--- config.mk ---
export PLATFORM = sky130hd
export DESIGN_NAME = imu_bias_scale_lowpass
export DESIGN_NICKNAME = d
export VERILOG_FILES = /design/src/sv/ibsl_pkg.sv /design/src/sv/imu_bias_scale_lowpass.sv
export SDC_FILE = /design/constraint.sdc
export NUM_CORES = 2
export LEC_CHECK = 0
export BUFFER_PORTS_ARGS = -buffer_cell sky130_fd_sc_hd__buf_4
export CAP_MARGIN = 20
export CORE_MARGIN = 5
export CORE_UTILIZATION = 26
export DETAILED_ROUTE_END_ITERATION = 10
export MAX_ROUTING_LAYER = met4
export SLEW_MARGIN = 5
export SYNTH_ARGS = -nofsm -noshare
export SYNTH_HDL_FRONTEND = slang
export SYNTH_SLANG_ARGS = --single-unit
--- constraint.sdc ---
create_clock -name clk -period 10.01 [get_ports clk]
set_input_delay 0.5005 -clock clk [delete_from_list [all_inputs] [get_ports clk]]
set_output_delay 0.5005 -clock clk [all_outputs]
set_load 0.05 [all_outputs]
--- src/sv/ibsl_pkg.sv ---
// ----------------------------------------------------------------------------
// ibsl_pkg
// Shared types, constants and the control program for the bias, scale and
// low-pass block.
// ----------------------------------------------------------------------------
`default_nettype none

package ibsl_pkg;

  localparam int CFG_IDX_W  = 3;
  localparam int CFG_DATA_W = 20;

  localparam logic [CFG_IDX_W-1:0] REG_GYRO_BIAS_X      = 3'd0;
  localparam logic [CFG_IDX_W-1:0] REG_GYRO_BIAS_Y      = 3'd1;
  localparam logic [CFG_IDX_W-1:0] REG_ANGLE_BIAS_PITCH = 3'd2;
  localparam logic [CFG_IDX_W-1:0] REG_ANGLE_BIAS_ROLL  = 3'd3;
  localparam logic [CFG_IDX_W-1:0] REG_ALPHA_RATE       = 3'd4;
  localparam logic [CFG_IDX_W-1:0] REG_ALPHA_TILT       = 3'd5;

  localparam logic signed [19:0] GYRO_BIAS_X_RST      = 20'sd4343;
  localparam logic signed [19:0] GYRO_BIAS_Y_RST      = -20'sd5278;
  localparam logic signed [15:0] ANGLE_BIAS_PITCH_RST = 16'sd90;
  localparam logic signed [15:0] ANGLE_BIAS_ROLL_RST  = 16'sd185;
  localparam logic [15:0]        ALPHA_RATE_RST       = 16'd8897;
  localparam logic [15:0]        ALPHA_TILT_RST       = 16'd8897;

  // radians scale factors, gyro in Q.32 over Q.4 counts, angle in Q.22 over Q.6 degrees
  localparam logic signed [20:0] GYRO_K  = 21'sd571927;
  localparam logic signed [20:0] ANGLE_K = 21'sd73204;

  localparam int MUL_A_W = 22;
  localparam int MUL_B_W = 21;
  localparam int PROD_W  = MUL_A_W + MUL_B_W;
  localparam int WIDE_W  = 28;

  localparam int OP_W = 3;
  localparam logic [OP_W-1:0] OP_MUL_IN = 3'd0;
  localparam logic [OP_W-1:0] OP_SAT_IN = 3'd1;
  localparam logic [OP_W-1:0] OP_MUL_SM = 3'd2;
  localparam logic [OP_W-1:0] OP_ACC_SM = 3'd3;
  localparam logic [OP_W-1:0] OP_DONE   = 3'd4;

  localparam logic [1:0] CH_GX = 2'd0;
  localparam logic [1:0] CH_GY = 2'd1;
  localparam logic [1:0] CH_AX = 2'd2;
  localparam logic [1:0] CH_AY = 2'd3;

  localparam int PC_W = 5;
  localparam logic [PC_W-1:0] PC_START = 5'd0;
  localparam logic [PC_W-1:0] PC_DONE  = 5'd16;

  typedef struct packed {
    logic              sample_due;
    logic              read_ok;
    logic signed [15:0] gyro_x_raw;
    logic signed [15:0] gyro_y_raw;
    logic signed [15:0] angle_pitch_deg;
    logic signed [15:0] angle_roll_deg;
  } sample_t;

  typedef struct packed {
    logic              stopped;
    logic signed [15:0] filt_gx;
    logic signed [15:0] filt_gy;
    logic signed [15:0] filt_ax;
    logic signed [15:0] filt_ay;
  } result_t;

  typedef struct packed {
    logic [OP_W-1:0] op;
    logic [1:0]      ch;
    logic [PC_W-1:0] jmp;
  } ucode_t;

  // control store, jump taken on the load step while the first sample is pending
  function automatic ucode_t ucode_rom(input logic [PC_W-1:0] pc);
    ucode_t w;
    unique case (pc)
      5'd0:    w = '{op: OP_MUL_IN, ch: CH_GX, jmp: 5'd0};
      5'd1:    w = '{op: OP_SAT_IN, ch: CH_GX, jmp: 5'd4};
      5'd2:    w = '{op: OP_MUL_SM, ch: CH_GX, jmp: 5'd0};
      5'd3:    w = '{op: OP_ACC_SM, ch: CH_GX, jmp: 5'd0};
      5'd4:    w = '{op: OP_MUL_IN, ch: CH_GY, jmp: 5'd0};
      5'd5:    w = '{op: OP_SAT_IN, ch: CH_GY, jmp: 5'd8};
      5'd6:    w = '{op: OP_MUL_SM, ch: CH_GY, jmp: 5'd0};
      5'd7:    w = '{op: OP_ACC_SM, ch: CH_GY, jmp: 5'd0};
      5'd8:    w = '{op: OP_MUL_IN, ch: CH_AX, jmp: 5'd0};
      5'd9:    w = '{op: OP_SAT_IN, ch: CH_AX, jmp: 5'd12};
      5'd10:   w = '{op: OP_MUL_SM, ch: CH_AX, jmp: 5'd0};
      5'd11:   w = '{op: OP_ACC_SM, ch: CH_AX, jmp: 5'd0};
      5'd12:   w = '{op: OP_MUL_IN, ch: CH_AY, jmp: 5'd0};
      5'd13:   w = '{op: OP_SAT_IN, ch: CH_AY, jmp: PC_DONE};
      5'd14:   w = '{op: OP_MUL_SM, ch: CH_AY, jmp: 5'd0};
      5'd15:   w = '{op: OP_ACC_SM, ch: CH_AY, jmp: 5'd0};
      default: w = '{op: OP_DONE,   ch: CH_GX, jmp: 5'd0};
    endcase
    return w;
  endfunction

  function automatic logic signed [15:0] sat16(input logic signed [WIDE_W-1:0] v);
    logic signed [15:0] r;
    if (v > 28'sd32767) begin
      r = 16'sh7fff;
    end else if (v < -28'sd32768) begin
      r = 16'sh8000;
    end else begin
      r = v[15:0];
    end
    return r;
  endfunction

endpackage

`default_nettype wire

--- src/sv/imu_bias_scale_lowpass.sv ---
// ----------------------------------------------------------------------------
// imu_bias_scale_lowpass
// Gyro and tilt conditioning: bias removal, axis swap, scaling to radians in
// Q3.12 with saturation and a one-pole low-pass on each of four channels.
//
// Input items arrive on sample_valid / sample_stall / sample, results leave on
// result_valid / result_stall / result, one result per item. Registers are
// written through cfg_we / cfg_index / cfg_data; the user must write them
// only while the block is idle, as the block itself does not enforce this.
// An item with a good read runs a 17-step program on one shared multiplier
// (four steps per channel, the smoothing steps skipped on the first good
// sample, then one step to publish). An item with no sample due or a failed
// read takes one step, the publish step. sample_stall is high while an item
// is being worked on. If the receiver stalls, the result holds in the output
// register and the publish step waits for it to drain. Reset clears the
// filter state, marks the next good sample as the first and loads the
// register defaults.
// ----------------------------------------------------------------------------
`default_nettype none

module imu_bias_scale_lowpass (
  input  logic                              clk,
  input  logic                              rst,
  input  logic                              sample_valid,
  output logic                              sample_stall,
  input  ibsl_pkg::sample_t                 sample,
  output logic                              result_valid,
  input  logic                              result_stall,
  output ibsl_pkg::result_t                 result,
  input  logic                              cfg_we,
  input  logic [ibsl_pkg::CFG_IDX_W-1:0]    cfg_index,
  input  logic [ibsl_pkg::CFG_DATA_W-1:0]   cfg_data
);
  import ibsl_pkg::*;

  logic signed [19:0] gyro_bias_x;
  logic signed [19:0] gyro_bias_y;
  logic signed [15:0] angle_bias_pitch;
  logic signed [15:0] angle_bias_roll;
  logic [15:0]        alpha_rate;
  logic [15:0]        alpha_tilt;

  logic               busy;
  logic               first_sample;
  logic [PC_W-1:0]    pc;
  logic signed [15:0] held [4];

  sample_t            item;
  logic               full;
  logic               stopped;
  logic signed [15:0] x;
  logic signed [PROD_W-1:0] prod;

  ucode_t             uc;
  logic               accept;
  logic               out_free;
  logic               publish;
  logic signed [MUL_A_W-1:0] mul_a;
  logic signed [MUL_B_W-1:0] mul_b;
  logic signed [WIDE_W-1:0]  in_scaled;
  logic signed [WIDE_W-1:0]  acc_sum;

  assign uc           = ucode_rom(pc);
  assign accept       = sample_valid && !busy;
  assign sample_stall = busy;
  assign out_free     = !result_valid || !result_stall;
  assign publish      = busy && uc.op == OP_DONE && out_free;

  always_ff @(posedge clk) begin
    if (rst) begin
      gyro_bias_x      <= GYRO_BIAS_X_RST;
      gyro_bias_y      <= GYRO_BIAS_Y_RST;
      angle_bias_pitch <= ANGLE_BIAS_PITCH_RST;
      angle_bias_roll  <= ANGLE_BIAS_ROLL_RST;
      alpha_rate       <= ALPHA_RATE_RST;
      alpha_tilt       <= ALPHA_TILT_RST;
    end else if (cfg_we) begin
      unique case (cfg_index)
        REG_GYRO_BIAS_X:      gyro_bias_x      <= cfg_data;
        REG_GYRO_BIAS_Y:      gyro_bias_y      <= cfg_data;
        REG_ANGLE_BIAS_PITCH: angle_bias_pitch <= cfg_data[15:0];
        REG_ANGLE_BIAS_ROLL:  angle_bias_roll  <= cfg_data[15:0];
        REG_ALPHA_RATE:       alpha_rate       <= cfg_data[15:0];
        REG_ALPHA_TILT:       alpha_tilt       <= cfg_data[15:0];
        default: ;
      endcase
    end
  end

  // shared multiplier operands, negated axes folded into the subtraction order
  always_comb begin
    mul_a = '0;
    mul_b = '0;
    unique case (uc.op)
      OP_MUL_IN: begin
        unique case (uc.ch)
          CH_GX: begin
            mul_a = MUL_A_W'(gyro_bias_y) - (MUL_A_W'(item.gyro_y_raw) <<< 4);
            mul_b = GYRO_K;
          end
          CH_GY: begin
            mul_a = (MUL_A_W'(item.gyro_x_raw) <<< 4) - MUL_A_W'(gyro_bias_x);
            mul_b = GYRO_K;
          end
          CH_AX: begin
            mul_a = MUL_A_W'(item.angle_roll_deg) - MUL_A_W'(angle_bias_roll);
            mul_b = ANGLE_K;
          end
          default: begin
            mul_a = MUL_A_W'(angle_bias_pitch) - MUL_A_W'(item.angle_pitch_deg);
            mul_b = ANGLE_K;
          end
        endcase
      end
      OP_MUL_SM: begin
        mul_a = MUL_A_W'(x) - MUL_A_W'(held[uc.ch]);
        if (uc.ch == CH_GX || uc.ch == CH_GY) begin
          mul_b = $signed({5'b0, alpha_rate});
        end else begin
          mul_b = $signed({5'b0, alpha_tilt});
        end
      end
      default: ;
    endcase
  end

  always_comb begin
    if (uc.ch == CH_GX || uc.ch == CH_GY) begin
      in_scaled = WIDE_W'($signed(prod[PROD_W-1:24]));
    end else begin
      in_scaled = WIDE_W'($signed(prod[PROD_W-1:16]));
    end
    acc_sum = WIDE_W'($signed(prod[PROD_W-1:16])) + WIDE_W'(held[uc.ch]);
  end

  always_ff @(posedge clk) begin
    if (rst) begin
      busy         <= 1'b0;
      pc           <= PC_START;
      first_sample <= 1'b1;
      result_valid <= 1'b0;
      for (int i = 0; i < 4; i++) begin
        held[i] <= '0;
      end
    end else begin
      if (publish) begin
        result_valid <= 1'b1;
      end else if (result_valid && !result_stall) begin
        result_valid <= 1'b0;
      end
      if (accept) begin
        busy <= 1'b1;
        pc   <= (sample.sample_due && sample.read_ok) ? PC_START : PC_DONE;
      end else if (busy) begin
        unique case (uc.op)
          OP_MUL_IN, OP_MUL_SM: pc <= pc + 1'b1;
          OP_SAT_IN: begin
            if (first_sample) begin
              held[uc.ch] <= sat16(in_scaled);
              pc          <= uc.jmp;
            end else begin
              pc <= pc + 1'b1;
            end
          end
          OP_ACC_SM: begin
            held[uc.ch] <= sat16(acc_sum);
            pc          <= pc + 1'b1;
          end
          default: begin
            if (out_free) begin
              busy <= 1'b0;
              if (full) begin
                first_sample <= 1'b0;
              end
            end
          end
        endcase
      end
    end
  end

  always_ff @(posedge clk) begin
    if (accept) begin
      item    <= sample;
      full    <= sample.sample_due && sample.read_ok;
      stopped <= sample.sample_due && !sample.read_ok;
    end
    if (busy) begin
      prod <= mul_a * mul_b;
    end
    if (busy && uc.op == OP_SAT_IN) begin
      x <= sat16(in_scaled);
    end
    if (publish) begin
      result.stopped <= stopped;
      result.filt_gx <= held[CH_GX];
      result.filt_gy <= held[CH_GY];
      result.filt_ax <= held[CH_AX];
      result.filt_ay <= held[CH_AY];
    end
  end

`ifndef NO_ASSERTIONS
  a_pc_range: assert property (@(posedge clk) disable iff (rst)
    busy |-> pc <= PC_DONE)
    else $error("step counter beyond the program");

  a_first_clear: assert property (@(posedge clk) disable iff (rst)
    $fell(first_sample) |-> $past(busy && full && uc.op == OP_DONE))
    else $error("first sample flag cleared outside a good item");

  a_result_src: assert property (@(posedge clk) disable iff (rst)
    $rose(result_valid) |-> $past(busy && uc.op == OP_DONE))
    else $error("result raised outside the publish step");
`endif

endmodule

`default_nettype wire

==> results.toml <==
[die]
core.rowCount = 133
die_h_um = 373
pin_count = 161
core-area_um2 = 131000
dieWidth_um = 373
die_area_um2 = 139000
initial_core_utilization_pct = 26.1

[setup_path]
setup.worst_path.end_class = "register"
crit_family = "adder cells"
worst_path_most_repeated_cell = "sky130_fd_sc_hd__fa_1"
worst_path_max_delay_cell = "sky130_fd_sc_hd__fa_1"
crit_fanout = 12
critical_path_required_ns = 10.33
worstPathBufferInverterCount = 8
critical_path_arrival_ns = 9.99
crit_type = "reg2reg"
startpoint_type = "register"
cp_slowest_stage_delay_ns = 0.56

[routing]
detailroute.via_count = 27600
avgRoutedWirePerCell_um = 18.9
detail_route.first_pass.iterations = 5
ant_nets = 0
wl_um = 109000
post-route-drc-count = 0
detail_route.iter0.violations = 2172
routed_via_density = 4.77

[final_layout]
num-fill-cells = 13600
area_delta_synth_final_pct = 19.6
fin_nets = 4715
multi_input_comb_area_um2 = 22300
final_layout_size_suffix_gt1_share_pct = 15.5
ff_latch_area_um2 = 9540

[sta]
slew_margin_rel_pct = 30.3
finalSetupViolations = 0
finalMaxSlewViolations = 0
max_freq_mhz = 103
final_min_period_over_clock_period_pct = 96.7
worst_clock_skew_ns = 0.0274
timing_worst_slew_pin_value_ns = 1.05
finalCriticalPeriod_ns = 9.67
final-hold-violation-count = 0
final.setup.worst_slack_ns = 0.335
fin_hold_ws_ns = 0.0889

[grt]
grt.total_usage_pct = 15.7
grt_first_pass_wirelength_um = 168000
first_global_vias = 28100
overflow = 0
grt_antenna_before_repair = 3
grt_start_max_net_pins = 68

[clock_tree]
tritoncts_clock_tree = "built"
clk-insertion-delay-late_ns = 0.58
clk_pin_slew_worst_paths_ns = 0.06
max-clock-path-buffers = 3
cts_hold_buf = 0
clock-root-buffer = "sky130_fd_sc_hd__clkbuf_16"
cts_htree_levels = 2
tritoncts.num_buffers = 41
cts.sinks = 357

[synthesis]
synth.avg_cell_area_um2 = 9.41
synth-main-ff-cell = "sky130_fd_sc_hd__edfxtp_1"
part_of_the_yosys_area_used_for_sequential_elements_pct = 27.8
netlist_area_um2 = 34300
syn_nets = 4372
ys_async_sr_fraction_pct = 0
ys_warn_count = 0
synth_seq_cells = 357
ys_types = 100
synth_cells = 3648
synth_enable_flop_cells = 238

[power]
vdd.ir_drop.worst_mv = 0.517
power.static_leakage_uw = 0.0181
cell_area_power_density_nw_per_um2 = 382

[place]
dp_hpwl_um = 89600
io_buffers = 160
gpl.final_weighted_congestion = 0.956
dp_worst_setup_slack_ns = -0.682

[min_path]
timing.hold.worst.class = "in2reg"

[outcome]
status = "completed"

[run]
maxCapViolCount = 0
## cell families (layout without fill, tap and decap cells)
logic type	after synthesis	after routing	share of synthesized area, %
other	0	5	0
xor gates and xnor gates	113	113	2.88
DFF	357	357	27.8
and+or+nand+nor	1108	1108	14.9
AOI/OAI and AO/OA	669	669	13.4
adders and majority gates	635	635	31.5
muxes	37	37	1.09
buffers and inverters	729	1103	8.49
## report_power, final
| part | switching (uW) | internal (uW) |
|---|---|---|
| Combinational | 6180 | 5720 |
| Clock | 636 | 888 |
| Sequential | 120 | 2140 |
| Total | 6930 | 8740 |
## per-layer routing
metal	share of wire (%)	vias up	global-route usage, %
met3	6.7	181	2.55
met4	3.8	0	5.35
met1	43	13700	20.2
li1	-	12900	-
met5	0	-	-
met2	46	856	25.4
## synthesized netlist by cell type, drive strengths merged, types with 19 or more instances
| master | number | share of area, % |
|---|---|---|
| inv | 588 | 6.4 |
| and3 | 22 | 0.40 |
| nand3b | 37 | 0.81 |
| nand2 | 479 | 5.2 |
| o32ai | 55 | 1.4 |
| mux2i | 35 | 1.0 |
| nor2 | 243 | 2.7 |
| o21a | 29 | 0.63 |
| nand3 | 46 | 0.67 |
| nor3 | 72 | 1.1 |
| o31ai | 19 | 0.51 |
| edfxtp | 238 | 21 |
| and2 | 33 | 0.60 |
| xor2 | 32 | 0.82 |
| fa | 385 | 22 |
| dfxtp | 119 | 6.9 |
| nor2b | 41 | 0.75 |
| ha | 245 | 8.9 |
| a21o | 56 | 1.2 |
| xnor2 | 81 | 2.1 |
| clkbuf | 90 | 0.98 |
| buf | 44 | 0.89 |
| nand2b | 38 | 0.69 |
| a21oi | 203 | 3.0 |
| a211oi | 24 | 0.52 |
| o21ai | 104 | 1.5 |
| or3 | 21 | 0.38 |
## sequential cells by signal, summed over array words and instances (netlist names), named ones only
name / cells
result: 65
gyro_bias_y: 20
first_sample: 1
stopped: 1
item: 64
alpha_tilt: 16
x: 16
alpha_rate: 16
gyro_bias_x: 20
angle_bias_pitch: 16
sample_stall: 1
result_valid: 1
full: 1
angle_bias_roll: 16
held: 64
prod: 27
pc: 5
## cell usage in the layout, fill, tap and decap left out, types with 13 or more instances in the layout
| master | count |
|---|---|
| sky130_fd_sc_hd__a211o_1 | 17 |
| sky130_fd_sc_hd__a211oi_1 | 20 |
| sky130_fd_sc_hd__a21o_1 | 56 |
| sky130_fd_sc_hd__a21oi_1 | 194 |
| sky130_fd_sc_hd__a31oi_1 | 17 |
| sky130_fd_sc_hd__and2_1 | 32 |
| sky130_fd_sc_hd__and3_1 | 21 |
| sky130_fd_sc_hd__buf_4 | 424 |
| sky130_fd_sc_hd__clkbuf_16 | 42 |
| sky130_fd_sc_hd__dfxtp_1 | 116 |
| sky130_fd_sc_hd__edfxtp_1 | 238 |
| sky130_fd_sc_hd__fa_1 | 381 |
| sky130_fd_sc_hd__ha_1 | 241 |
| sky130_fd_sc_hd__inv_1 | 585 |
| sky130_fd_sc_hd__mux2i_1 | 35 |
| sky130_fd_sc_hd__nand2_1 | 477 |
| sky130_fd_sc_hd__nand2b_1 | 37 |
| sky130_fd_sc_hd__nand3_1 | 44 |
| sky130_fd_sc_hd__nand3b_1 | 37 |
| sky130_fd_sc_hd__nand4_1 | 18 |
| sky130_fd_sc_hd__nor2_1 | 239 |
| sky130_fd_sc_hd__nor2b_1 | 40 |
| sky130_fd_sc_hd__nor3_1 | 65 |
| sky130_fd_sc_hd__nor4_1 | 13 |
| sky130_fd_sc_hd__o211ai_1 | 15 |
| sky130_fd_sc_hd__o21a_1 | 29 |
| sky130_fd_sc_hd__o21ai_0 | 89 |
| sky130_fd_sc_hd__o22ai_1 | 14 |
| sky130_fd_sc_hd__o32ai_1 | 54 |
| sky130_fd_sc_hd__or2_2 | 13 |
| sky130_fd_sc_hd__or3_1 | 21 |
| sky130_fd_sc_hd__xnor2_1 | 79 |
| sky130_fd_sc_hd__xor2_1 | 32 |
## per-stage QoR
| step | power, uW | std cells | cell area [um^2] | util (%) | setup TNS [ns] |
|---|---|---|---|---|---|
| 6_report | 15700 | 5782 | 41000 | 31.3 | 0 |
| 5_1_grt | 17400 | 5781 | 41000 | 31.3 | -0.192 |
| 4_1_cts | 15400 | 5764 | 40600 | 30.9 | -0.00198 |
| 3_5_place_dp | 13800 | 5690 | 39200 | 29.8 | -6.47 |
| 3_3_place_gp | 13600 | 5690 | 39200 | 29.8 | -5.45 |
| 2_1_floorplan | 9860 | 3648 | 34400 | - | 0 |
## worst register-to-register path, delay by kind of cell (launching register included)
kind	cells	cell delay (ns)
simple gates	2	0.33
xor+xnor	1	0.14
compound gates	18	3.35
buf+inv	8	0.84
flops	1	0.33
fa+ha+maj	10	4.28
mux	1	0.14
## layout make-up
class,count,area share (%)
clock inverter,27,0.704
clock buffer,47,2.55
sequential,357,23.2
inverter,589,5.40
multi-input combinational,2562,54.4
timing repair buffer,440,8.31
antenna,5,0.0305
tap,1755,5.35
## path summary, 6_finish.rpt
kind	start	to	slack (ns)	cells after the start
hold reg to reg	stopped$_DFFE_PP_	result[64]$_DFFE_PP_	0.42	0
hold / removal	sample[55]	item[55]$_DFFE_PP_	0.09	1
setup reg to reg	register	prod[36]$_DFFE_PP_	0.34	40
setup / recovery	register	prod[36]$_DFFE_PP_	0.34	40
## timing repair
item,in CTS,in global routing
pin swaps,0,35
gates cloned,0,1
hold endpoints to repair,0,0
setup buffers,0,9
endpoints found under the setup margin,19,17
resized for setup,10,71
No activity file was read; power rests on OpenSTA's default activity.
